File: src/tsccm_pkg.sv
// Shared types and constants for the transport stream continuity counter monitor.
// No dependencies; imported by every module of the block.
`default_nettype none

package tsccm_pkg;

  // Field widths; PID and CC widths are fixed by the transport packet header
  localparam int PidW = 13;
  localparam int CcW  = 4;
  localparam int CntW = 32;
  localparam int EvW  = 32;

  // Null packet PID; also the "monitor all PIDs" filter setting
  localparam logic [PidW-1:0] NullPid = 13'h1FFF;
  localparam logic [CntW-1:0] CntMax  = 32'hFFFF_FFFF;

  // Configuration register indexes
  localparam int CfgIdxW = 1;
  localparam logic [CfgIdxW-1:0] CfgFilterPid = 1'd0;
  localparam logic [CfgIdxW-1:0] CfgEventCode = 1'd1;
  localparam int CfgDataW = 32;

  // Queue between classifier and checker
  localparam int QDepth = 4;
  localparam int QPtrW  = 2;
  localparam int QCntW  = 3;

  typedef struct packed {
    logic [PidW-1:0] pid;
    logic [CcW-1:0]  cont_count;
  } pkt_t;

  typedef struct packed {
    logic            skipped;
    logic            first_seen;
    logic            cc_error;
    logic [CcW-1:0]  expected_cc;
    logic            event_fire;
    logic [EvW-1:0]  event_value;
    logic [CntW-1:0] packet_total;
    logic [CntW-1:0] error_total;
  } res_t;

  typedef struct packed {
    logic                we;
    logic [CfgIdxW-1:0]  index;
    logic [CfgDataW-1:0] data;
  } cfg_wr_t;

  // Classified packet: table slot is pid - quo * PID_SPACE
  typedef struct packed {
    logic [PidW-1:0] pid;
    logic [PidW-1:0] quo;
    logic [CcW-1:0]  cont_count;
    logic            skip;
  } q_entry_t;

endpackage

`default_nettype wire

File: src/tsccm_front.sv
// Front end: accepts packet headers, applies null/filter test and starts the
// table slot reduction. Depends on tsccm_pkg.
`default_nettype none

module tsccm_front #(
  parameter int PID_SPACE = 8192
) (
  input  wire logic              clk,
  input  wire logic              rst,
  input  wire tsccm_pkg::cfg_wr_t cfg,
  input  wire logic              pkt_valid,
  output logic                   pkt_stall,
  input  wire tsccm_pkg::pkt_t   pkt,
  input  wire logic              q_full,
  input  wire logic              clearing,
  output logic                   q_push,
  output tsccm_pkg::q_entry_t    q_entry
);
  import tsccm_pkg::*;

  localparam int IdxW       = (PID_SPACE > 1) ? $clog2(PID_SPACE) : 1;
  localparam int RecipShift = PidW + IdxW;
  localparam int RecipW     = PidW + 2;
  localparam int ProdW      = PidW + RecipW;
  localparam int Recip      = ((1 << RecipShift) + PID_SPACE - 1) / PID_SPACE;

  logic [PidW-1:0]  filter_pid;
  logic [ProdW-1:0] prod;
  logic             skip;

  // Hold the filter PID register
  always_ff @(posedge clk) begin
    if (rst) begin
      filter_pid <= NullPid;
    end else if (cfg.we && cfg.index == CfgFilterPid) begin
      filter_pid <= cfg.data[PidW-1:0];
    end
  end

  // Mark null packets and, with a filter set, every other PID as skipped
  always_comb begin
    skip = (pkt.pid == NullPid) || (filter_pid != NullPid && pkt.pid != filter_pid);
  end

  // Quotient of pid / PID_SPACE by reciprocal multiplication (exact for 13-bit pid)
  always_comb begin
    prod = ProdW'(pkt.pid) * ProdW'(Recip);
  end

  assign pkt_stall          = q_full || clearing;
  assign q_push             = pkt_valid && !pkt_stall;
  assign q_entry.pid        = pkt.pid;
  assign q_entry.quo        = PidW'(prod >> RecipShift);
  assign q_entry.cont_count = pkt.cont_count;
  assign q_entry.skip       = skip;

endmodule

`default_nettype wire

File: config.mk
export PLATFORM = sky130hd
export DESIGN_NAME = tsccm_front
export DESIGN_NICKNAME = d
export VERILOG_FILES = /design/src/tsccm_pkg.sv /design/src/tsccm_front.sv
export SDC_FILE = /design/constraint.sdc
export NUM_CORES = 1
export LEC_CHECK = 0
export BUFFER_PORTS_ARGS = -buffer_cell sky130_fd_sc_hd__buf_2
export CAP_MARGIN = 15
export CORE_MARGIN = 5
export CORE_UTILIZATION = 36
export CTS_BUF_LIST = sky130_fd_sc_hd__clkbuf_8 sky130_fd_sc_hd__clkbuf_16
export DETAILED_ROUTE_END_ITERATION = 10
export GPL_ROUTABILITY_DRIVEN = 1
export PLACE_DENSITY = 0.91
export SYNTH_ARGS = -nofsm -noshare
export SYNTH_HDL_FRONTEND = slang
export SYNTH_SLANG_ARGS = --single-unit
File: constraint.sdc
create_clock -name clk -period 1.8 [get_ports clk]
set_input_delay 0.09 -clock clk [delete_from_list [all_inputs] [get_ports clk]]
set_output_delay 0.09 -clock clk [all_outputs]
set_load 0.05 [all_outputs]
* After elaboration in Yosys (flattened, before gate mapping)
Cells that the tools add are included.
** Word-level totals
- Logic and storage cells :: 11
- Bits in registers :: 13
- Input port bits :: 56
** Operators by class
- Equal/unequal tests :: 3
- Bitwise gates (word level) :: 1
- Reduce and logical (&&, ||, !) cells :: 6
** Operator list (count)
- $eq 13x13->1 const B :: 1
- $ne 13x13->1 :: 1
- $ne 13x13->1 const B :: 1
- $logic_and 1x1->1 :: 3
- $logic_or 1x1->1 :: 2
- $logic_not 1->1 :: 1
- $not 1->1 :: 1

* Depth between registers and ports, before layout
- Depth after elaboration :: 3
- Gate-level depth with buffers :: 6

* Worst setup path after synthesis
OpenSTA, ideal clock, no wires.
- Path type :: reg2out
- Start point :: reg filter_pid[5]
- End point :: out q_entry[0] in the netlist's numbering
- Data required time :: 1.710 ns
- Cell stages (with the launch flop) :: 7
- Data arrival time :: 1.355 ns
- Setup slack :: 0.355 ns
- Path through :: dfxtp_1 > xor2_1 > nor4_1 > nand4_1 > nor4_1 > o21ai_1 > buf_4
** On the way
- Word-level cells in the longest chain between the ends :: 3
- Elaborated cells between the ends (all ways) :: 4
** Ends and longest elaborated chain
- start: declaration :: line tsccm_front.sv:27 : logic [PidW-1:0] filter_pid;
- start signal: assignment :: line tsccm_front.sv:34 : filter_pid <= NullPid;
- start signal: assignment :: line tsccm_front.sv:36 : filter_pid <= cfg.data[PidW-1:0];
- $ne 13x13->1 :: line tsccm_front.sv:42 : skip = (pkt.pid == NullPid) || (filter_pid != NullPid && pkt.pid != filter_pid);
- $logic_and 1x1->1 * :: line tsccm_front.sv:42
- $logic_or 1x1->1 * :: line tsccm_front.sv:42
- end: declaration :: line tsccm_front.sv:17 : output tsccm_pkg::q_entry_t q_entry
Every way passes the cells marked *; elsewhere a longest branch is shown, timed or not.

==> qor_table.md <==
| Quantity | Reported |
| --- | --- |
| EDFF count, synth | 0 |
| Global routing usage summed across all routing layers | 0.108 |
| Net load switching power | 0.000316 W |
| Post-synth top area cell | sky130_fd_sc_hd__dfxtp_1 |
| Sum of negative setup slack | 0 ns |
| Biggest fanout along the worst timing path | 3 |
| Share of flip-flops with an asynchronous set or reset after synthesis | 0 |
| Clock root buffer | sky130_fd_sc_hd__clkbuf_8 |
| Clock Sinks | 13 |
| Fraction of synthesized cell area in xor and xnor cells | 0.123 |
| Data required time of the worst path | 1.71 ns |
| Critical Path Slowest Stage Cell | sky130_fd_sc_hd__dfxtp_2 |
| Worst min-delay path class | in2reg |
| Final ANT Viol Nets | 0 |
| Max FFs per register | 13 |
| Final instance area | 1080 um2 |
| Design internal power | 0.000552 W |
| Violation count after the first detailed-routing iteration | 6 |
| Die Wd | 60.8 um |
| Result of the run | complete, no violations |
| Adder-cell area share of the yosys netlist | 0 |
| Number of distinct standard cells referenced by the synthesized netlist | 19 |
| Hold bufs inserted after CTS | 0 |
| Post-synthesis share of cell area spent on and, or, nand and nor gates | 0.195 |
| Clock edge transition at the registers on the reported setup and hold paths | 0.05 ns |
| Stage delay of the slowest cell on the critical path | 0.33 ns |
| Setup Viol. Count Final | 0 |
| Arrival @ worst endpoint | 1.67 ns |
| Final layout net count | 194 |
| Dpl ws | 0.226 ns |
| Ant diodes | 0 |
| Highest-count cells in the layout ignoring fill and taps | sky130_fd_sc_hd__buf_2 (47), sky130_fd_sc_hd__nor2b_1 (13), sky130_fd_sc_hd__a211o_1 (13), sky130_fd_sc_hd__conb_1 (13), sky130_fd_sc_hd__dfxtp_1 (11) |
| Critical path cell sequence | xor2_2 -> nor4_2 -> nand4_1 -> nor4_1 -> o21ai_1 -> buf_6 |
| Final WS setup | 0.0387 ns |
| Yosys top cell area share | 0.280 |
| IO Port Bufs | 48 |
| Leading post-synthesis cells by cell area | sky130_fd_sc_hd__dfxtp_1 (28%), sky130_fd_sc_hd__buf_4 (25%), sky130_fd_sc_hd__a211o_1 (12%), sky130_fd_sc_hd__nor2b_1 (8.8%), sky130_fd_sc_hd__xnor2_1 (6.6%) |
| Setup Crit Path Kind | reg2out |
| Unrepaired setup endpoints after global routing | true |
| Net Sw Frac | 0.364 |
| Syn Area/Cell | 8.76 um2 |
| Post-synth design cell area | 928 um2 |
| Cell Count, Final, Fillers Out | 167 |
| FF+latch count, synth | 13 |
| Share of total power in combinational logic | 0.338 |
| Synth Warn # | 0 |
| DP Wirelength | 1720 um |
| Max clock buf depth | 2 |
| Core ar. | 2480 um2 |
| Clock skew after layout | 0 ns |
| Num ports | 89 |
| Number of H-tree levels | 1 |
| Area overhead of the layout relative to synthesis | 16.3% |
| Largest net degree at the start of global routing | 27 |
| Period utilisation layout | 0.978 |
| Initial core utilization | 0.375 |
| DR DRC count | 0 |
| Routability-driven placement congestion ratio | 0.803 |
| Wire length reported by the detailed router | 2090 um |
| Part of the Yosys area used for sequential elements | 0.280 |
| Max-cap violations | 0 |
| Via count of the first global-routing pass | 685 |
| Peak VDD IR | 554 uV |
| Placed instance area | 1010 um2 |
| Largest register by flop count | filter_pid |
| Synth Area in Compound Gates | 0.128 |
| Number of buffers inserted during clock tree synthesis | 3 |
| Pre-antenna DRT Iters | 4 |
| Largest family of logic cells by synthesized area | buffers and inverters |
| Share of total power in sequential cells | 0.377 |
| Ys flop type | sky130_fd_sc_hd__dfxtp_1 |
| Final max-slew violation count | 0 |
| Count of standard-cell rows | 18 |
| Post-synthesis mux area share | 0 |
| Wire per inst | 12.5 um |
| Critical path startpoint category | register |
| Leak Pwr | 0.509 nW |
| Synthesized instance count | 106 |
| Initial antenna violation count | 0 |
| Clock power frac | 0.285 |
| Area enclosed by the die boundary | 3690 um2 |
| Drt via density | 4.67 |
| Count of vias placed by the detailed router | 780 |
| # placed instances | 163 |
| Period minus WS final | 1.76 ns |
| Total of fill cells in the finished design | 243 |
| Proportion of layout cells with a drive suffix above 1 | 0.423 |
| Vertical extent of the die | 60.8 um |
| CTS tree | done |
| Fin. Hold Viols | 0 |
| Power per cell area | 803 nW/um2 |
| Most common cell after layout, fill and taps aside | sky130_fd_sc_hd__buf_2 |
| Clk Latency, worst-skew pair | 0.24 ns |
| First-pass GRT wire length | 2900 um |
| Type of element capturing the critical path | output pin |
| Registers with the most flip-flops | filter_pid x13 |
| Overflow left after global routing | 0 |
| Max Fclk | 568 MHz |
## cells in the mapped netlist (all sizes together), types with 2 or more instances
cell type	number
nand3	2
nand4	6
xor2	6
nand2	2
nor2b	14
nor4	3
buf	33
dfxtp	13
a211o	13
xnor2	7
## metrics by stage
stage                     power, W   util  hold WS, ns
after global placement    0.000613  0.409        0.180
after CTS                 0.000873  0.430       0.0420
final                     0.000867  0.436       0.0474
after floorplan           0.000608      -        0.184
after global routing      0.000917  0.436       0.0423
after detailed placement  0.000617  0.409        0.180
## power groups by stage
| stage | logic, W | registers [W] | clock network [W] |
|---|---|---|---|
| after global routing | 0.000311 | 0.000329 | 0.000277 |
| final | 0.000293 | 0.000327 | 0.000248 |
| after CTS | 0.000290 | 0.000326 | 0.000257 |
| after floorplan | 0.000282 | 0.000327 | 0 |
| after global placement | 0.000282 | 0.000331 | 0 |
| after detailed placement | 0.000286 | 0.000331 | 0 |
## metal layers
layer	routed length [um]	track usage
met1	780	0.122
met2	1010	0.183
met3	236	0.0191
met5	0	0
met4	61	0.0743
## area by class of cell
type | count | area, um2 | area share
Tap cell | 30 | 37.5 | 0.0348
Inverter | 1 | 3.75 | 0.00348
Sequential cell | 13 | 263 | 0.243
Clock buffer | 3 | 41.3 | 0.0382
Clock inverter | 1 | 3.75 | 0.00348
Timing Repair Buffer | 49 | 254 | 0.235
Multi-Input combinational cell | 70 | 477 | 0.441
## critical path: cells and delay by family, from the launching register on
| kind | cells | cell delay (ns) |
|---|---|---|
| simple gates | 3 | 0.66 |
| flops | 1 | 0.33 |
| compound gates | 1 | 0.13 |
| xor+xnor | 1 | 0.14 |
| buf+inv | 1 | 0.16 |
## final timing paths
kind                          startpoint                    endpoint  slack, ns  depth (start not counted)
max          filter_pid[10]$_SDFFE_PP1P_                  q_entry[0]       0.04                          6
min                               cfg[1]  filter_pid[1]$_SDFFE_PP1P_       0.05                          2
max reg2reg   filter_pid[5]$_SDFFE_PP1P_  filter_pid[5]$_SDFFE_PP1P_       0.95                          2
min reg2reg   filter_pid[2]$_SDFFE_PP1P_  filter_pid[2]$_SDFFE_PP1P_       0.62                          2
## timing repair
item                       CTS  global route
buffers inserted             0             0
hold endpoints to repair     0             0
resized for setup            3             3
pin swaps                    5             4
gates cloned                 0             0
setup endpoints to repair    1             1
## cells by family after synthesis
| group | count (synthesis) |
|---|---|
| xor gates and xnor gates | 13 |
| AOI/OAI and AO/OA | 14 |
| DFF | 13 |
| other | 1 |
| buffers and inverters | 35 |
| and+or+nand+nor | 30 |
Power figures use the tool's default switching activity.
