### src/tsccm_pkg.sv
// Shared types and constants for the transport stream continuity counter monitor.
// No dependencies; imported by every module of the block.
`default_nettype none

package tsccm_pkg;

  // Field widths; PID and CC widths are fixed by the transport packet header
  localparam int PidW = 13;
  localparam int CcW  = 4;
  localparam int CntW = 32;
  localparam int EvW  = 32;

  // Null packet PID; also the "monitor all PIDs" filter setting
  localparam logic [PidW-1:0] NullPid = 13'h1FFF;
  localparam logic [CntW-1:0] CntMax  = 32'hFFFF_FFFF;

  // Configuration register indexes
  localparam int CfgIdxW = 1;
  localparam logic [CfgIdxW-1:0] CfgFilterPid = 1'd0;
  localparam logic [CfgIdxW-1:0] CfgEventCode = 1'd1;
  localparam int CfgDataW = 32;

  // Queue between classifier and checker
  localparam int QDepth = 4;
  localparam int QPtrW  = 2;
  localparam int QCntW  = 3;

  typedef struct packed {
    logic [PidW-1:0] pid;
    logic [CcW-1:0]  cont_count;
  } pkt_t;

  typedef struct packed {
    logic            skipped;
    logic            first_seen;
    logic            cc_error;
    logic [CcW-1:0]  expected_cc;
    logic            event_fire;
    logic [EvW-1:0]  event_value;
    logic [CntW-1:0] packet_total;
    logic [CntW-1:0] error_total;
  } res_t;

  typedef struct packed {
    logic                we;
    logic [CfgIdxW-1:0]  index;
    logic [CfgDataW-1:0] data;
  } cfg_wr_t;

  // Classified packet: table slot is pid - quo * PID_SPACE
  typedef struct packed {
    logic [PidW-1:0] pid;
    logic [PidW-1:0] quo;
    logic [CcW-1:0]  cont_count;
    logic            skip;
  } q_entry_t;

endpackage

`default_nettype wire

### src/tsccm_queue.sv
// Short FIFO of classified transactions between front end and checker.
// Depends on tsccm_pkg.
`default_nettype none

module tsccm_queue (
  input  wire logic               clk,
  input  wire logic               rst,
  input  wire logic               push,
  input  wire tsccm_pkg::q_entry_t push_entry,
  output logic                    full,
  input  wire logic               pop,
  output logic                    head_valid,
  output tsccm_pkg::q_entry_t     head
);
  import tsccm_pkg::*;

  q_entry_t         slots [QDepth];
  logic [QPtrW-1:0] wr_ptr;
  logic [QPtrW-1:0] rd_ptr;
  logic [QCntW-1:0] count;

  // Store pushed entries
  always_ff @(posedge clk) begin
    if (push) begin
      slots[wr_ptr] <= push_entry;
    end
  end

  // Advance pointers and occupancy
  always_ff @(posedge clk) begin
    if (rst) begin
      wr_ptr <= '0;
      rd_ptr <= '0;
      count  <= '0;
    end else begin
      if (push) wr_ptr <= wr_ptr + 1'b1;
      if (pop)  rd_ptr <= rd_ptr + 1'b1;
      case ({push, pop})
        2'b10:   count <= count + 1'b1;
        2'b01:   count <= count - 1'b1;
        default: count <= count;
      endcase
    end
  end

  assign full       = (count == QCntW'(QDepth));
  assign head_valid = (count != '0);
  assign head       = slots[rd_ptr];

  a_no_overflow: assert property (@(posedge clk) disable iff (rst) !(push && full))
    else $error("queue push while full");
  a_no_underflow: assert property (@(posedge clk) disable iff (rst) !(pop && !head_valid))
    else $error("queue pop while empty");

endmodule

`default_nettype wire

### config.mk
export PLATFORM = sky130hd
export DESIGN_NAME = tsccm_queue
export DESIGN_NICKNAME = d
export VERILOG_FILES = /design/src/tsccm_pkg.sv /design/src/tsccm_queue.sv
export SDC_FILE = /design/constraint.sdc
export NUM_CORES = 1
export LEC_CHECK = 0
export ABC_AREA = 0
export BUFFER_PORTS_ARGS = -buffer_cell sky130_fd_sc_hd__buf_4
export CAP_MARGIN = 30
export CORE_ASPECT_RATIO = 1.1
export CORE_MARGIN = 5
export CORE_UTILIZATION = 56
export CTS_CLUSTER_SIZE = 10
export DETAILED_ROUTE_END_ITERATION = 16
export PLACE_DENSITY = 0.86
export SYNTH_ARGS = -nofsm -noshare
export SYNTH_HDL_FRONTEND = slang
export SYNTH_SLANG_ARGS = --single-unit
export TNS_END_PERCENT = 10
### constraint.sdc
create_clock -name clk -period 2.36 [get_ports clk]
set_clock_uncertainty 0.1 [all_clocks]
set_input_delay 0.472 -clock clk [delete_from_list [all_inputs] [get_ports clk]]
set_output_delay 0.472 -clock clk [all_outputs]
set_load 0.02 [all_outputs]
* Yosys cells after proc, flatten, opt, wreduce, memory -nomap -nowiden
Memory sizes are Yosys's and may differ from the RTL's. A register that Yosys moved wholly into a read port is not among the register bits. Cells that the tools add are included.
Word-level totals: flip-flop bits (word level) 7, bits in latches 0, bits in writable memories 124, ROM bits 0, input bits 35, output and inout port bits 33, memories kept 1
Cells by class: $add $sub $neg 4, $mul 0, div/mod/pow operators 0, $lt $le $gt $ge 0, equal/unequal tests 3, shift-type cells 0, multiplexer cells 5, bitwise gates (word level) 0, reductions and logical operators 2
Memory list:
- slots | words 4, bits a word 31, rd ports 1, clocked after memory_dff 1, wr ports 1, RTL line tsccm_queue.sv:17 | q_entry_t slots [QDepth];
Operators with widths (count):
- 3-bit one-hot mux with 2 select lines | 1
- 2-bit by 1-bit adder with 2-bit output, second input constant | 2
- 2-bit two-way mux | 2
- 3-bit by 1-bit adder with 3-bit output, second input constant | 1
- 3-bit equality test, second input constant | 1
- 3-bit nonzero test | 1
- 3-bit by 1-bit subtractor with 3-bit output, second input constant | 1
- 2-bit by 1-bit equality test with 1-bit output, second input constant | 1
- 2-bit equality test, second input constant | 1
- 1-bit two-way mux | 2
- 2-bit nonzero test | 1

* Longest topological paths before layout
Gate-level depths: netlist of the first run.
depth in word-level cells 3, depth in mapped cells 6

* Worst setup path before layout of the first run
OpenSTA, ideal clock, no wires.
path kind input port to flip-flop, from input port push, to register count[2], arrival time 1.635 ns, setup slack 0.555 ns, stages on the path 6, path buffers 0, path through inv_1 -> ha_1 -> fa_1 -> xnor2_1 -> or3_1 -> a21oi_1
On the way: word-level cells in the longest chain between the ends 2, elaborated cells between the ends (all ways) 4
Ends and longest elaborated chain:
- start, declared | RTL line tsccm_queue.sv:8 | input wire logic push,
- 2-bit by 1-bit equality test with 1-bit output / 2-bit equality test (equally long branches) | RTL line tsccm_queue.sv:38 | case ({push, pop})
- 3-bit one-hot mux with 2 select lines / 2-bit nonzero test (equally long branches)
- end signal, assigned | RTL line tsccm_queue.sv:39 | 2'b10: count <= count + 1'b1;
- end signal, assigned | RTL line tsccm_queue.sv:40 | 2'b01: count <= count - 1'b1;
- end signal, assigned | RTL line tsccm_queue.sv:41 | default: count <= count;
- end, declared | RTL line tsccm_queue.sv:20 | logic [QCntW-1:0] count;
Parallel ways exist; a longest one is shown, timed or not. A chain may end at the register's enable or synchronous reset.

==> impl_results.html, run 1 <==
<table>
<tr><th>Metric</th><th>Value</th></tr>
<tr><th colspan="2">Die</th></tr>
<tr><td>Die area</td><td>10700 um^2</td></tr>
<tr><td>Width of the die</td><td>99.2 um</td></tr>
<tr><td>Die Y-Extent</td><td>108 um</td></tr>
<tr><td>Top-level I/O count</td><td>68</td></tr>
<tr><td>Cell Rows</td><td>35</td></tr>
<tr><td>Core Region</td><td>8450 um^2</td></tr>
<tr><td>Effective utilization at floorplan</td><td>58.0%</td></tr>
<tr><th colspan="2">CTS</th></tr>
<tr><td>Root buf cell</td><td>sky130_fd_sc_hd__clkbuf_8</td></tr>
<tr><td>Post-CTS Hold Buffers</td><td>0</td></tr>
<tr><td>Clock-pin slew of the registers on the worst-case setup and hold paths</td><td>60 ps</td></tr>
<tr><td>Max Root-Sink Buffers</td><td>2</td></tr>
<tr><td>CTS tree</td><td>done</td></tr>
<tr><td>Clock latency reported for the late side of the worst-skew pair</td><td>510 ps</td></tr>
<tr><td>Max H-tree Level</td><td>4</td></tr>
<tr><td>Post-CTS Repair Setup Buffers</td><td>0</td></tr>
<tr><td>Number of sinks on the clock net</td><td>133</td></tr>
<tr><td>Number of buffers added by the clock tree synthesis step</td><td>17</td></tr>
<tr><th colspan="2">STA</th></tr>
<tr><td>Slew of the pin with the lowest slew margin</td><td>483 ps</td></tr>
<tr><td>Post-route setup slack</td><td>-30.1 ps</td></tr>
<tr><td>Setup tns final</td><td>-86.4 ps</td></tr>
<tr><td>Min Tclk post-route</td><td>2390 ps</td></tr>
<tr><td>Number of pins with negative max-slew slack in the final report</td><td>0</td></tr>
<tr><td>Final Hold Fails</td><td>0</td></tr>
<tr><td>Endpoints failing setup</td><td>6</td></tr>
<tr><td>Setup repair after global routing missed its margin</td><td>yes</td></tr>
<tr><td>Headroom to the max-slew limit</td><td>67.8%</td></tr>
<tr><td>Final period utilization</td><td>101%</td></tr>
<tr><td>Highest clock rate</td><td>418 MHz</td></tr>
<tr><th colspan="2">Layout</th></tr>
<tr><td>Share of the core filled with cells</td><td>76.9%</td></tr>
<tr><td>Register area</td><td>3910 um^2</td></tr>
<tr><td>Non-filler cells, final</td><td>416</td></tr>
<tr><td>Number of nets at the end of the flow</td><td>333</td></tr>
<tr><td>Ratio of cells with drive above 1 in the final layout</td><td>46.6%</td></tr>
<tr><td>Area growth syn-to-layout</td><td>32.6%</td></tr>
<tr><td>Fillcell total</td><td>418</td></tr>
<tr><td>Area used by multi-input combinational logic</td><td>935 um^2</td></tr>
<tr><td>Number of diodes</td><td>0</td></tr>
<tr><th colspan="2">Detailed routing</th></tr>
<tr><td>Post-detailed-route DRC marker count</td><td>0</td></tr>
<tr><td>Post-Route WL</td><td>9350 um</td></tr>
<tr><td>Antenna Nets Post-Route</td><td>0</td></tr>
<tr><td>Iteration count of the initial detailed-routing pass</td><td>5</td></tr>
<tr><td>Starting DRC count in detailed routing</td><td>161</td></tr>
<tr><td>Routed vias</td><td>2317</td></tr>
<tr><td>WL/cell</td><td>22.5 um</td></tr>
<tr><td>Vias per Instance</td><td>5.57</td></tr>
<tr><th colspan="2">Placement</th></tr>
<tr><td>Port bufs</td><td>67</td></tr>
<tr><td>RePlAce Congestion</td><td>0.694</td></tr>
<tr><td>Cell count after placement</td><td>383</td></tr>
<tr><td>Post-placement setup slack</td><td>315 ps</td></tr>
<tr><th colspan="2">Synthesis</th></tr>
<tr><td>Synth Cell Area</td><td>4900 um^2</td></tr>
<tr><td>Net count of the mapped netlist</td><td>245</td></tr>
<tr><td>Instance count of the mapped netlist</td><td>204</td></tr>
<tr><td>Share of synthesized flip-flops with an asynchronous set or reset</td><td>0%</td></tr>
<tr><td>Seq/Total Area, Yosys</td><td>79.7%</td></tr>
<tr><td>Syn Area/Cell</td><td>24.0 um^2</td></tr>
<tr><td>Most used flip-flop cell after synthesis</td><td>sky130_fd_sc_hd__edfxtp_1</td></tr>
<tr><td>Post-synthesis cell type count</td><td>20</td></tr>
<tr><td>Cell type with the largest total area after synthesis</td><td>sky130_fd_sc_hd__edfxtp_1</td></tr>
<tr><td>Number of enable flip-flop cells after synthesis</td><td>124</td></tr>
<tr><td>Share of the synthesized area in the top cell type</td><td>76.0%</td></tr>
<tr><td>Top post-synthesis cells by area</td><td>sky130_fd_sc_hd__edfxtp_1 (76%), sky130_fd_sc_hd__mux4_2 (14%), sky130_fd_sc_hd__dfxtp_1 (3.7%), sky130_fd_sc_hd__ha_1 (1.3%), sky130_fd_sc_hd__buf_6 (0.69%)</td></tr>
<tr><td>Yosys Warn Count</td><td>0</td></tr>
<tr><td>Flops &amp; latches, synth</td><td>133</td></tr>
<tr><th colspan="2">Worst setup path</th></tr>
<tr><td>Startpoint of the most critical register-to-register path</td><td>wr_ptr[0]</td></tr>
<tr><td>Cells on worst reg2reg path</td><td>3</td></tr>
<tr><td>Startpoint Class</td><td>flop</td></tr>
<tr><td>Critical path class</td><td>flop to primary output</td></tr>
<tr><td>Critical path endpoint category</td><td>primary output</td></tr>
<tr><td>Maximum fanout count along the critical path</td><td>11</td></tr>
<tr><td>Critical path arrival</td><td>1820 ps</td></tr>
<tr><td>R2R setup slack</td><td>650 ps</td></tr>
<tr><td>Worst R2R End</td><td>slots[3][27]</td></tr>
<tr><td>Data required time of the critical path</td><td>1790 ps</td></tr>
<tr><th colspan="2">Run status</th></tr>
<tr><td>Status</td><td>finished with violations</td></tr>
<tr><td>Failing checks</td><td>negative setup slack</td></tr>
<tr><th colspan="2">GRT</th></tr>
<tr><td>Grt ovf</td><td>0</td></tr>
<tr><td>Total Routing Usage GR</td><td>18.7%</td></tr>
<tr><td>Number of global-route vias before repair</td><td>2514</td></tr>
<tr><td>Initial antenna violation count</td><td>0</td></tr>
<tr><td>Largest net degree at the start of global routing</td><td>19</td></tr>
<tr><td>Wire length of the first global-routing pass</td><td>14400 um</td></tr>
<tr><th colspan="2">Worst hold path</th></tr>
<tr><td>Worst hold path type</td><td>input port to flop</td></tr>
<tr><td>Hold Path Stages</td><td>1</td></tr>
<tr><td>Startpoint of the most critical hold path</td><td>push_entry[28]</td></tr>
<tr><td>Hold worst-path end</td><td>slots[1][28]</td></tr>
<tr><th colspan="2">Job</th></tr>
<tr><td>Max_cap viols</td><td>0</td></tr>
<tr><th colspan="2">Power and ir drop</th></tr>
<tr><td>Power density over cell area</td><td>1030 nW/um^2</td></tr>
<tr><td>Peak supply drop</td><td>0.835 mV</td></tr>
<tr><td>Leakage component of the power</td><td>2.29 nW</td></tr>
</table>
==> cells in the final DEF, fill, tap and decap left out <==
cell,n
sky130_fd_sc_hd__edfxtp_1,124
sky130_fd_sc_hd__buf_4,38
sky130_fd_sc_hd__mux4_2,31
sky130_fd_sc_hd__buf_6,31
sky130_fd_sc_hd__clkbuf_16,16
sky130_fd_sc_hd__bufinv_16,9
sky130_fd_sc_hd__nor2_1,7
sky130_fd_sc_hd__dfxtp_1,7
sky130_fd_sc_hd__buf_12,6
sky130_fd_sc_hd__ha_1,5
sky130_fd_sc_hd__and2_2,4
sky130_fd_sc_hd__inv_1,3
sky130_fd_sc_hd__xnor2_1,3
sky130_fd_sc_hd__clkinv_4,3
sky130_fd_sc_hd__or3_1,2
sky130_fd_sc_hd__xor2_1,2
sky130_fd_sc_hd__mux2i_1,2
sky130_fd_sc_hd__clkinv_1,2
sky130_fd_sc_hd__nor3b_1,1
sky130_fd_sc_hd__nand2_1,1
sky130_fd_sc_hd__o21ai_0,1
sky130_fd_sc_hd__a21oi_1,1
sky130_fd_sc_hd__fa_1,1
sky130_fd_sc_hd__dfxtp_4,1
sky130_fd_sc_hd__dfxtp_2,1
sky130_fd_sc_hd__clkbuf_8,1
sky130_fd_sc_hd__clkbuf_1,1
sky130_fd_sc_hd__buf_16,1
==> worst max path at each step <==
stage	startpoint	end
floorplan	push	count[2]
finish	flop	head[0]
global placement	push	count[2]
global route	flop	head[0]
CTS	flop	head[12]
detailed placement	push	count[2]
==> kinds of logic after synthesis <==
| group | Yosys count | share of synthesized area, % |
|---|---|---|
| flops | 133 | 79.7 |
| xor+xnor | 5 | 0.894 |
| compound gates | 2 | 0.204 |
| buf+inv | 10 | 1.30 |
| fa+ha+maj | 6 | 1.68 |
| mux | 33 | 14.7 |
| simple gates | 15 | 1.53 |
==> report_power, final <==
| part | total [W] | internal, W | switching (W) |
|---|---|---|---|
| sequential | 0.00275 | 0.00271 | 0.0000447 |
| clock | 0.00318 | 0.00225 | 0.000938 |
| combinational | 0.000751 | 0.000384 | 0.000368 |
==> flip-flops by register name, indices dropped and copies added (netlist names), named ones only <==
| register | flops |
|---|---|
| slots | 124 |
| count | 3 |
| rd_ptr | 2 |
| wr_ptr | 2 |
==> metrics by stage <==
| step | power [W] | hold WS, ps | area, um^2 |
|---|---|---|---|
| floorplan | 0.00317 | 361 | 4900 |
| global placement | 0.00344 | 379 | 5620 |
| detailed placement | 0.00346 | 392 | 5620 |
| CTS | 0.00667 | 38.0 | 6380 |
| global route | 0.00689 | 44.6 | 6500 |
| finish | 0.00669 | 56.4 | 6500 |
==> synth_stat cells, drive strengths merged (2+ instances only) <==
| library cell | count |
|---|---|
| edfxtp | 124 |
| ha | 5 |
| dfxtp | 9 |
| xnor2 | 3 |
| inv | 3 |
| xor2 | 2 |
| buf | 6 |
| and2 | 4 |
| nor2 | 7 |
| or3 | 2 |
| mux2i | 2 |
| mux4 | 31 |
==> routing by layer <==
layer | part of all wire [%] | up-vias | track usage, %
met5 | 0 | - | 0
met4 | 0.75 | 0 | 6.54
met3 | 5.2 | 8 | 6.00
met2 | 54 | 86 | 31.6
met1 | 40 | 1198 | 22.8
li1 | - | 1025 | -
==> layout make-up <==
cell class / instances / area share, %
Sequential cell: 133 / 60.2
Inverter: 3 / 0.173
Timing Repair Buffer: 76 / 12.0
Tap cell: 111 / 2.14
Multi-Input combinational cell: 61 / 14.4
Clock inverter: 14 / 4.68
Clock buffer: 18 / 6.43
==> repair_timing <==
action | in CTS | in global routing
cloned | 1 | 0
gates resized for setup | 4 | 33
endpoints found under the setup margin | 31 | 31
==> worst max-delay path: stages (launching register included) <==
cell and delay (ps):
sky130_fd_sc_hd__dfxtp_4 410, sky130_fd_sc_hd__buf_12 170, sky130_fd_sc_hd__mux4_2 560, sky130_fd_sc_hd__buf_6 160
Note: power is estimated with default switching activity, not from simulation.
==> run 2: changes to the inputs <==
RECOVER_POWER = 50   (was not set)
==> run 2 against run 1 <==
Effect of this change: the flow still finishes with violations (negative setup slack); global-route usage is the same; core utilization shrank 1.4 points; die area is the same; sequential share of layout area grew 1.1 points; flip-flop and latch count is the same; final cell count is the same; critical endpoint unchanged; sequential power is essentially flat; critical path type unchanged; maximum frequency grew 0.37%; via count grew 0.69%; non-clock buffer count is the same; count of clock-buffer cells in the layout is the same.
==> impl_results.html, run 2 (synthesis gave the netlist of run 1 again) <==
<table>
<tr><th>Metric</th><th>Value</th></tr>
<tr><th colspan="2">Power and ir drop</th></tr>
<tr><td>Switching portion of total power</td><td>20.3% (was 20.2%)</td></tr>
<tr><td>Leakage component of the power</td><td>2.18 nW (was 2.29 nW)</td></tr>
<tr><td>Power density over cell area</td><td>1040 nW/um^2 (was 1030 nW/um^2)</td></tr>
<tr><td>Fraction of power consumed by combinational cells</td><td>11.0% (was 11.2%)</td></tr>
<tr><td>Share of total power in sequential cells</td><td>41.3% (was 41.1%)</td></tr>
<tr><td>Clock network power share</td><td>47.8% (was 47.6%)</td></tr>
<tr><td>Peak supply drop</td><td>0.831 mV (was 0.835 mV)</td></tr>
<tr><td>Net switching power</td><td>0.00135 W (about the same)</td></tr>
<tr><td>Internal power contribution</td><td>0.00531 W (was 0.00533 W)</td></tr>
<tr><th colspan="2">Die</th></tr>
<tr><td>Die area</td><td>10700 um^2 (unchanged)</td></tr>
<tr><td>Top-level I/O count</td><td>68 (unchanged)</td></tr>
<tr><td>Cell Rows</td><td>35 (unchanged)</td></tr>
<tr><td>Width of the die</td><td>99.2 um (unchanged)</td></tr>
<tr><td>Core Region</td><td>8450 um^2 (unchanged)</td></tr>
<tr><td>Die Y-Extent</td><td>108 um (unchanged)</td></tr>
<tr><td>Effective utilization at floorplan</td><td>58.0% (unchanged)</td></tr>
<tr><th colspan="2">Placement</th></tr>
<tr><td>Port bufs</td><td>67 (unchanged)</td></tr>
<tr><td>Post-place instance area</td><td>5620 um^2 (unchanged)</td></tr>
<tr><td>Cell count after placement</td><td>383 (unchanged)</td></tr>
<tr><td>RePlAce Congestion</td><td>0.694 (unchanged)</td></tr>
<tr><th colspan="2">Detailed routing</th></tr>
<tr><td>Iteration count of the initial detailed-routing pass</td><td>4 (was 5)</td></tr>
<tr><td>Antenna Nets Post-Route</td><td>0 (unchanged)</td></tr>
<tr><td>Post-detailed-route DRC marker count</td><td>0 (unchanged)</td></tr>
<tr><td>WL/cell</td><td>22.6 um (was 22.5 um)</td></tr>
<tr><td>Vias per Instance</td><td>5.61 (was 5.57)</td></tr>
<tr><td>Post-Route WL</td><td>9400 um (was 9350 um)</td></tr>
<tr><td>Starting DRC count in detailed routing</td><td>172 (was 161)</td></tr>
<tr><td>Routed vias</td><td>2333 (was 2317)</td></tr>
<tr><th colspan="2">Worst setup path</th></tr>
<tr><td>R2R setup slack</td><td>650 ps (about the same)</td></tr>
<tr><td>Critical path's top delay family</td><td>multiplexers (unchanged)</td></tr>
<tr><td>Critical path class</td><td>flop to primary output (unchanged)</td></tr>
<tr><td>CP bufs+invs</td><td>2 (unchanged)</td></tr>
<tr><td>Data required time of the critical path</td><td>1790 ps (about the same)</td></tr>
<tr><td>CP cell instances</td><td>buf_12 -&gt; mux4_2 -&gt; buf_6 (unchanged)</td></tr>
<tr><td>Critical path endpoint category</td><td>primary output (unchanged)</td></tr>
<tr><td>Maximum fanout count along the critical path</td><td>11 (unchanged)</td></tr>
<tr><td>Slowest cell delay on critical path</td><td>550 ps (was 560 ps)</td></tr>
<tr><td>Standard cell with the maximum stage delay on the critical path</td><td>sky130_fd_sc_hd__mux4_2 (unchanged)</td></tr>
<tr><td>Startpoint Class</td><td>flop (unchanged)</td></tr>
<tr><td>Critical path arrival</td><td>1810 ps (was 1820 ps)</td></tr>
<tr><th colspan="2">Worst hold path</th></tr>
<tr><td>Worst hold path type</td><td>input port to flop (unchanged)</td></tr>
<tr><th colspan="2">Layout</th></tr>
<tr><td>Number of diodes</td><td>0 (unchanged)</td></tr>
<tr><td>Area growth syn-to-layout</td><td>30.2% (was 32.6%)</td></tr>
<tr><td>Number of nets at the end of the flow</td><td>333 (unchanged)</td></tr>
<tr><td>Most frequent standard cell in the layout excluding fill and tap cells</td><td>sky130_fd_sc_hd__edfxtp_1 (unchanged)</td></tr>
<tr><td>Most frequent cells in the layout</td><td>sky130_fd_sc_hd__edfxtp_1 (124), sky130_fd_sc_hd__clkbuf_1 (32), sky130_fd_sc_hd__mux4_2 (31), sky130_fd_sc_hd__buf_6 (31), sky130_fd_sc_hd__clkbuf_16 (16) (was sky130_fd_sc_hd__edfxtp_1 (124), sky130_fd_sc_hd__buf_4 (38), sky130_fd_sc_hd__mux4_2 (31), sky130_fd_sc_hd__buf_6 (31), sky130_fd_sc_hd__clkbuf_16 (16))</td></tr>
<tr><td>Largest registers in the final layout</td><td>slots: 124 flops, count: 3 flops (unchanged)</td></tr>
<tr><td>Post-route cell area</td><td>6380 um^2 (was 6500 um^2)</td></tr>
<tr><td>Ratio of cells with drive above 1 in the final layout</td><td>36.4% (was 46.6%)</td></tr>
<tr><td>Non-filler cells, final</td><td>416 (unchanged)</td></tr>
<tr><td>Register bank with the most flops</td><td>slots (unchanged)</td></tr>
<tr><td>Flip-flop count of the largest register, all copies and words added</td><td>124 (unchanged)</td></tr>
<tr><th colspan="2">GRT</th></tr>
<tr><td>Total Routing Usage GR</td><td>18.7% (unchanged)</td></tr>
<tr><td>Number of global-route vias before repair</td><td>2514 (unchanged)</td></tr>
<tr><td>Grt ovf</td><td>0 (unchanged)</td></tr>
<tr><td>Wire length of the first global-routing pass</td><td>14400 um (unchanged)</td></tr>
<tr><td>Largest net degree at the start of global routing</td><td>19 (unchanged)</td></tr>
<tr><td>Initial antenna violation count</td><td>0 (unchanged)</td></tr>
<tr><th colspan="2">STA</th></tr>
<tr><td>Headroom to the max-slew limit</td><td>67.7% (was 67.8%)</td></tr>
<tr><td>Number of pins with negative max-slew slack in the final report</td><td>0 (unchanged)</td></tr>
<tr><td>Final period utilization</td><td>101% (about the same)</td></tr>
<tr><td>Slew of the pin with the lowest slew margin</td><td>484 ps (was 483 ps)</td></tr>
<tr><td>Post-route setup slack</td><td>-21.3 ps (was -30.1 ps)</td></tr>
<tr><td>Min Tclk post-route</td><td>2380 ps (was 2390 ps)</td></tr>
<tr><td>Minimum hold slack</td><td>94.1 ps (was 56.4 ps)</td></tr>
<tr><td>Setup tns final</td><td>-59.9 ps (was -86.4 ps)</td></tr>
<tr><td>Final Hold Fails</td><td>0 (unchanged)</td></tr>
<tr><td>Setup repair after global routing missed its margin</td><td>yes (unchanged)</td></tr>
<tr><td>Endpoints failing setup</td><td>4 (was 6)</td></tr>
<tr><td>Highest clock rate</td><td>420 MHz (was 418 MHz)</td></tr>
<tr><th colspan="2">CTS</th></tr>
<tr><td>Max Root-Sink Buffers</td><td>2 (unchanged)</td></tr>
<tr><td>Number of sinks on the clock net</td><td>133 (unchanged)</td></tr>
<tr><td>Max H-tree Level</td><td>4 (unchanged)</td></tr>
<tr><td>Root buf cell</td><td>sky130_fd_sc_hd__clkbuf_8 (unchanged)</td></tr>
<tr><td>CTS tree</td><td>done (unchanged)</td></tr>
<tr><td>Post-CTS Hold Buffers</td><td>0 (unchanged)</td></tr>
<tr><td>Post-CTS Repair Setup Buffers</td><td>0 (unchanged)</td></tr>
<tr><td>Clock-pin slew of the registers on the worst-case setup and hold paths</td><td>60 ps (about the same)</td></tr>
<tr><td>Clock latency reported for the late side of the worst-skew pair</td><td>510 ps (about the same)</td></tr>
<tr><td>Number of buffers added by the clock tree synthesis step</td><td>17 (unchanged)</td></tr>
<tr><th colspan="2">Run status</th></tr>
<tr><td>Failing checks</td><td>negative setup slack (unchanged)</td></tr>
<tr><td>Status</td><td>finished with violations (unchanged)</td></tr>
<tr><th colspan="2">Job</th></tr>
<tr><td>Max_cap viols</td><td>0 (unchanged)</td></tr>
</table>
run 2: cell types whose count changed in the layout (fill, tap and decap cells not counted):
cell / delta
sky130_fd_sc_hd__buf_4: -31
sky130_fd_sc_hd__clkbuf_1: +31
run 2: through the flow:
step	setup WS (ps)	power [W]	util (%)
after CTS	-108	0.00667	75.5
after detailed placement	315	0.00346	66.5
after global routing	-81.0	0.00686	75.5
final	-21.3	0.00666	75.5
after floorplan	555	0.00317	-
after global placement	387	0.00344	66.5
run 2: final cells by class:
class | instances | area [um^2]
multi-input combinational | 61 | 935
timing repair buffer | 76 | 666
clock buffer | 18 | 418
sequential | 133 | 3910
fill | 455 | 2070
tap | 111 | 139
clock inverter | 14 | 304
inverter | 3 | 11.3
run 2: path summary, 6_finish.rpt:
path	startpoint	endpoint	cells past startpoint
max reg2reg	wr_ptr[0]	slots[3][27]	3
max	flop	head[0]	3
min reg2reg	count[2]	count[2]	2
min	rst	count[2]	2
run 2: timing repair:
action                     CTS  global route
setup endpoints to repair   31            31
gates cloned                 1             0
gates resized for setup      4            33
run 2: worst register-to-register path, stage by stage, from the launching register on:
cell                      delay (ps)
sky130_fd_sc_hd__dfxtp_1         420
sky130_fd_sc_hd__ha_1            190
sky130_fd_sc_hd__and2_2          450
sky130_fd_sc_hd__buf_12          230
run 2: power groups by stage:
stage	Combinational, W	Sequential (W)	Clock [W]
final	0.000730	0.00275	0.00318
after global routing	0.000775	0.00276	0.00333
after CTS	0.000698	0.00275	0.00322
after detailed placement	0.000673	0.00279	0
after global placement	0.000659	0.00278	0
after floorplan	0.000386	0.00278	0
run 2: metal layers:
layer	global-route usage, %	vias up	share of wire [%]
met5	0	-	0
met1	22.8	1209	39
met3	6.00	12	5.8
met4	6.54	0	1.3
met2	31.6	86	54
li1	-	1026	-
==> run 3: changes to the inputs <==
CORE_UTILIZATION = 60   (was 56)
PLACE_DENSITY = 0.91   (was 0.86)
clock period = 2.8 ns   (was 2.36 ns; I/O delays follow)
==> run 3 against run 2 <==
Effect of this change: the run now ends clean; largest cell class unchanged; flip-flop and latch count stayed put; combinational power is 28% lower; sequential power shrank 16%.
==> impl_results.html, run 3 (synthesis gave the netlist of run 1 again) <==
<table>
<tr><th>Metric</th><th>Value</th></tr>
<tr><th colspan="2">Run status</th></tr>
<tr><td>Status</td><td>completed (was finished with violations)</td></tr>
<tr><th colspan="2">Job</th></tr>
<tr><td>Max_cap viols</td><td>0 (unchanged)</td></tr>
<tr><th colspan="2">Power and ir drop</th></tr>
<tr><td>Power density over cell area</td><td>808 nW/um^2 (was 1040 nW/um^2)</td></tr>
<tr><td>Clock network power share</td><td>41.5% (was 47.8%)</td></tr>
<tr><td>Share of total power in sequential cells</td><td>47.7% (was 41.3%)</td></tr>
<tr><td>Fraction of power consumed by combinational cells</td><td>10.8% (was 11.0%)</td></tr>
<tr><td>Peak supply drop</td><td>0.519 mV (was 0.831 mV)</td></tr>
<tr><td>Total power</td><td>0.00487 W (was 0.00666 W)</td></tr>
<tr><td>Net switching power</td><td>0.00109 W (was 0.00135 W)</td></tr>
<tr><td>Leakage component of the power</td><td>2.04 nW (was 2.18 nW)</td></tr>
<tr><td>Switching portion of total power</td><td>22.4% (was 20.3%)</td></tr>
<tr><td>Internal power contribution</td><td>0.00378 W (was 0.00531 W)</td></tr>
<tr><th colspan="2">Layout</th></tr>
<tr><td>Most frequent cells in the layout</td><td>sky130_fd_sc_hd__edfxtp_1 (124), sky130_fd_sc_hd__buf_4 (43), sky130_fd_sc_hd__clkbuf_1 (33), sky130_fd_sc_hd__mux4_2 (30), sky130_fd_sc_hd__clkbuf_16 (16) (was sky130_fd_sc_hd__edfxtp_1 (124), sky130_fd_sc_hd__clkbuf_1 (32), sky130_fd_sc_hd__mux4_2 (31), sky130_fd_sc_hd__buf_6 (31), sky130_fd_sc_hd__clkbuf_16 (16))</td></tr>
<tr><td>Number of nets at the end of the flow</td><td>334 (was 333)</td></tr>
<tr><td>Most frequent standard cell in the layout excluding fill and tap cells</td><td>sky130_fd_sc_hd__edfxtp_1 (unchanged)</td></tr>
<tr><td>Number of diodes</td><td>0 (unchanged)</td></tr>
<tr><td>Largest registers in the final layout</td><td>slots: 124 flops, count: 3 flops (unchanged)</td></tr>
<tr><td>Register bank with the most flops</td><td>slots (unchanged)</td></tr>
<tr><td>Area growth syn-to-layout</td><td>23.0% (was 30.2%)</td></tr>
<tr><td>Fillcell total</td><td>466 (was 455)</td></tr>
<tr><td>Ratio of cells with drive above 1 in the final layout</td><td>35.3% (was 36.4%)</td></tr>
<tr><td>Non-filler cells, final</td><td>414 (was 416)</td></tr>
<tr><td>Flip-flop count of the largest register, all copies and words added</td><td>124 (unchanged)</td></tr>
<tr><td>Post-route cell area</td><td>6030 um^2 (was 6380 um^2)</td></tr>
<tr><th colspan="2">Detailed routing</th></tr>
<tr><td>Total length of routed met3 wires</td><td>338 um (was 547 um)</td></tr>
<tr><td>Post-detailed-route DRC marker count</td><td>0 (unchanged)</td></tr>
<tr><td>Starting DRC count in detailed routing</td><td>140 (was 172)</td></tr>
<tr><td>WL/cell</td><td>21.6 um (was 22.6 um)</td></tr>
<tr><td>Routed vias</td><td>2272 (was 2333)</td></tr>
<tr><td>Total length of routed met2 wires</td><td>5130 um (was 5040 um)</td></tr>
<tr><td>Antenna Nets Post-Route</td><td>0 (unchanged)</td></tr>
<tr><td>Met1 routed wirelength after detailed routing</td><td>3340 um (was 3680 um)</td></tr>
<tr><td>Vias per Instance</td><td>5.49 (was 5.61)</td></tr>
<tr><td>Top sig layer</td><td>met4 (unchanged)</td></tr>
<tr><td>Post-Route WL</td><td>8930 um (was 9400 um)</td></tr>
<tr><td>Iteration count of the initial detailed-routing pass</td><td>4 (unchanged)</td></tr>
<tr><th colspan="2">Worst setup path</th></tr>
<tr><td>Critical path's top delay family</td><td>multiplexers (unchanged)</td></tr>
<tr><td>Critical path endpoint category</td><td>primary output (unchanged)</td></tr>
<tr><td>Standard cell with the maximum stage delay on the critical path</td><td>sky130_fd_sc_hd__mux4_2 (unchanged)</td></tr>
<tr><td>R2R setup slack</td><td>720 ps (was 650 ps)</td></tr>
<tr><td>Slowest cell delay on critical path</td><td>550 ps (about the same)</td></tr>
<tr><td>Maximum fanout count along the critical path</td><td>10 (was 11)</td></tr>
<tr><td>Startpoint of the most critical register-to-register path</td><td>wr_ptr[0] (unchanged)</td></tr>
<tr><td>Critical path class</td><td>flop to primary output (unchanged)</td></tr>
<tr><td>Critical path arrival</td><td>1820 ps (was 1810 ps)</td></tr>
<tr><td>Cells on worst reg2reg path</td><td>3 (unchanged)</td></tr>
<tr><td>Crit. path cell count</td><td>3 (unchanged)</td></tr>
<tr><td>Startpoint Class</td><td>flop (unchanged)</td></tr>
<tr><td>Worst R2R End</td><td>slots[3][8] (was slots[3][27])</td></tr>
<tr><td>Setup crit end</td><td>head[5] (was head[0])</td></tr>
<tr><td>Cell mode on critical path</td><td>sky130_fd_sc_hd__buf_4</td></tr>
<tr><td>CP bufs+invs</td><td>2 (unchanged)</td></tr>
<tr><td>CP cell instances</td><td>buf_4 -&gt; mux4_2 -&gt; buf_4 (was buf_12 -&gt; mux4_2 -&gt; buf_6)</td></tr>
<tr><td>Data required time of the critical path</td><td>2140 ps (was 1790 ps)</td></tr>
<tr><th colspan="2">GRT</th></tr>
<tr><td>Grt ovf</td><td>0 (unchanged)</td></tr>
<tr><td>Total Routing Usage GR</td><td>19.7% (was 18.7%)</td></tr>
<tr><td>Largest net degree at the start of global routing</td><td>32 (was 19)</td></tr>
<tr><td>Wire length of the first global-routing pass</td><td>13900 um (was 14400 um)</td></tr>
<tr><td>Initial antenna violation count</td><td>0 (unchanged)</td></tr>
<tr><td>Number of global-route vias before repair</td><td>2479 (was 2514)</td></tr>
<tr><th colspan="2">CTS</th></tr>
<tr><td>Cells resized by post-CTS repair</td><td>0 (was 4)</td></tr>
<tr><td>Post-CTS Hold Buffers</td><td>0 (unchanged)</td></tr>
<tr><td>Post-CTS Repair Setup Buffers</td><td>0 (unchanged)</td></tr>
<tr><td>Root buf cell</td><td>sky130_fd_sc_hd__clkbuf_8 (unchanged)</td></tr>
<tr><td>Clock latency reported for the late side of the worst-skew pair</td><td>500 ps (was 510 ps)</td></tr>
<tr><td>Max Root-Sink Buffers</td><td>2 (unchanged)</td></tr>
<tr><td>Number of buffers added by the clock tree synthesis step</td><td>17 (unchanged)</td></tr>
<tr><td>Clock-pin slew of the registers on the worst-case setup and hold paths</td><td>60 ps (about the same)</td></tr>
<tr><td>CTS tree</td><td>done (unchanged)</td></tr>
<tr><td>Max H-tree Level</td><td>4 (unchanged)</td></tr>
<tr><td>Number of sinks on the clock net</td><td>133 (unchanged)</td></tr>
<tr><th colspan="2">STA</th></tr>
<tr><td>Slew of the pin with the lowest slew margin</td><td>960 ps (was 484 ps)</td></tr>
<tr><td>Headroom to the max-slew limit</td><td>35.9% (was 67.7%)</td></tr>
<tr><td>Endpoints failing setup</td><td>0 (was 4)</td></tr>
<tr><td>Min Tclk post-route</td><td>2480 ps</td></tr>
<tr><td>Setup repair after global routing missed its margin</td><td>no (was yes)</td></tr>
<tr><td>Setup tns final</td><td>0 ps (was -59.9 ps)</td></tr>
<tr><td>Number of pins with negative max-slew slack in the final report</td><td>0 (unchanged)</td></tr>
<tr><td>Final Hold Fails</td><td>0 (unchanged)</td></tr>
<tr><td>Minimum hold slack</td><td>186 ps (was 94.1 ps)</td></tr>
<tr><td>Highest clock rate</td><td>403 MHz</td></tr>
<tr><td>Final period utilization</td><td>88.7%</td></tr>
<tr><th colspan="2">Die</th></tr>
<tr><td>Effective utilization at floorplan</td><td>61.6% (was 58.0%)</td></tr>
<tr><td>Core Region</td><td>7960 um^2 (was 8450 um^2)</td></tr>
<tr><td>Cell Rows</td><td>34 (was 35)</td></tr>
<tr><td>Width of the die</td><td>96.2 um (was 99.2 um)</td></tr>
<tr><td>Die Y-Extent</td><td>105 um (was 108 um)</td></tr>
<tr><td>Top-level I/O count</td><td>68 (unchanged)</td></tr>
<tr><td>Die area</td><td>10100 um^2 (was 10700 um^2)</td></tr>
<tr><th colspan="2">Placement</th></tr>
<tr><td>Port bufs</td><td>67 (unchanged)</td></tr>
<tr><td>Cell count after placement</td><td>382 (was 383)</td></tr>
<tr><td>RePlAce Congestion</td><td>0.736 (was 0.694)</td></tr>
<tr><td>Dpl hpwl</td><td>5280 um</td></tr>
<tr><td>Post-place instance area</td><td>5590 um^2 (was 5620 um^2)</td></tr>
<tr><th colspan="2">Worst hold path</th></tr>
<tr><td>Worst hold path type</td><td>input port to flop (unchanged)</td></tr>
<tr><td>Startpoint of the most critical hold path</td><td>rst (unchanged)</td></tr>
</table>
==> run 3: cell types whose count changed in the layout (fill, tap and decap cells not counted), sizes merged <==
| cell | change |
|---|---|
| bufinv | -7 |
| clkinv | +3 |
| clkinvlp | +3 |
| clkbuf | +1 |
| inv | +1 |
==> run 3: power by group through the flow <==
stage               logic (W)  registers [W]  clock network [W]
floorplan            0.000325        0.00234                  0
global placement     0.000538        0.00235                  0
detailed placement   0.000547        0.00236                  0
CTS                  0.000557        0.00233            0.00206
global route         0.000566        0.00233            0.00216
finish               0.000526        0.00232            0.00202
==> run 3: worst min path at each step <==
stage               depth (start not counted)            to  slack [ps]
finish                                      2      count[2]         190
global route                                2      count[2]         180
CTS                                         1  slots[2][27]         130
detailed placement                          2      count[2]         400
global placement                            2      count[2]         390
floorplan                                   2      count[2]         360
==> run 3: worst reg2reg max path: stages, from the launching register on <==
cell,delay [ps]
sky130_fd_sc_hd__dfxtp_1,380
sky130_fd_sc_hd__ha_1,160
sky130_fd_sc_hd__and2_0,750
sky130_fd_sc_hd__buf_4,370
==> run 3: final cells by class <==
cell class / instances / area (um^2) / area share [%]
timing repair buffer: 77 / 483 / 8.01
clock buffer: 18 / 418 / 6.94
multi-input combinational: 61 / 936 / 15.5
tap: 108 / 135 / 2.24
inverter: 3 / 11.3 / 0.187
sequential: 133 / 3910 / 64.8
clock inverter: 14 / 136 / 2.26
==> run 3: stage by stage <==
stage | worst slack [ps] | util (%)
2_1_floorplan | 907 | -
3_3_place_gp | 738 | 70.3
3_5_place_dp | 686 | 70.3
4_1_cts | 267 | 77.3
5_1_grt | 229 | 75.7
6_report | 317 | 75.7
==> run 3: layer usage <==
| layer | global-route usage, % | vias to the layer above |
|---|---|---|
| met1 | 23.1 | 1180 |
| li1 | - | 1025 |
| met5 | 0 | - |
| met3 | 5.46 | 10 |
| met4 | 6.40 | 0 |
| met2 | 34.6 | 57 |
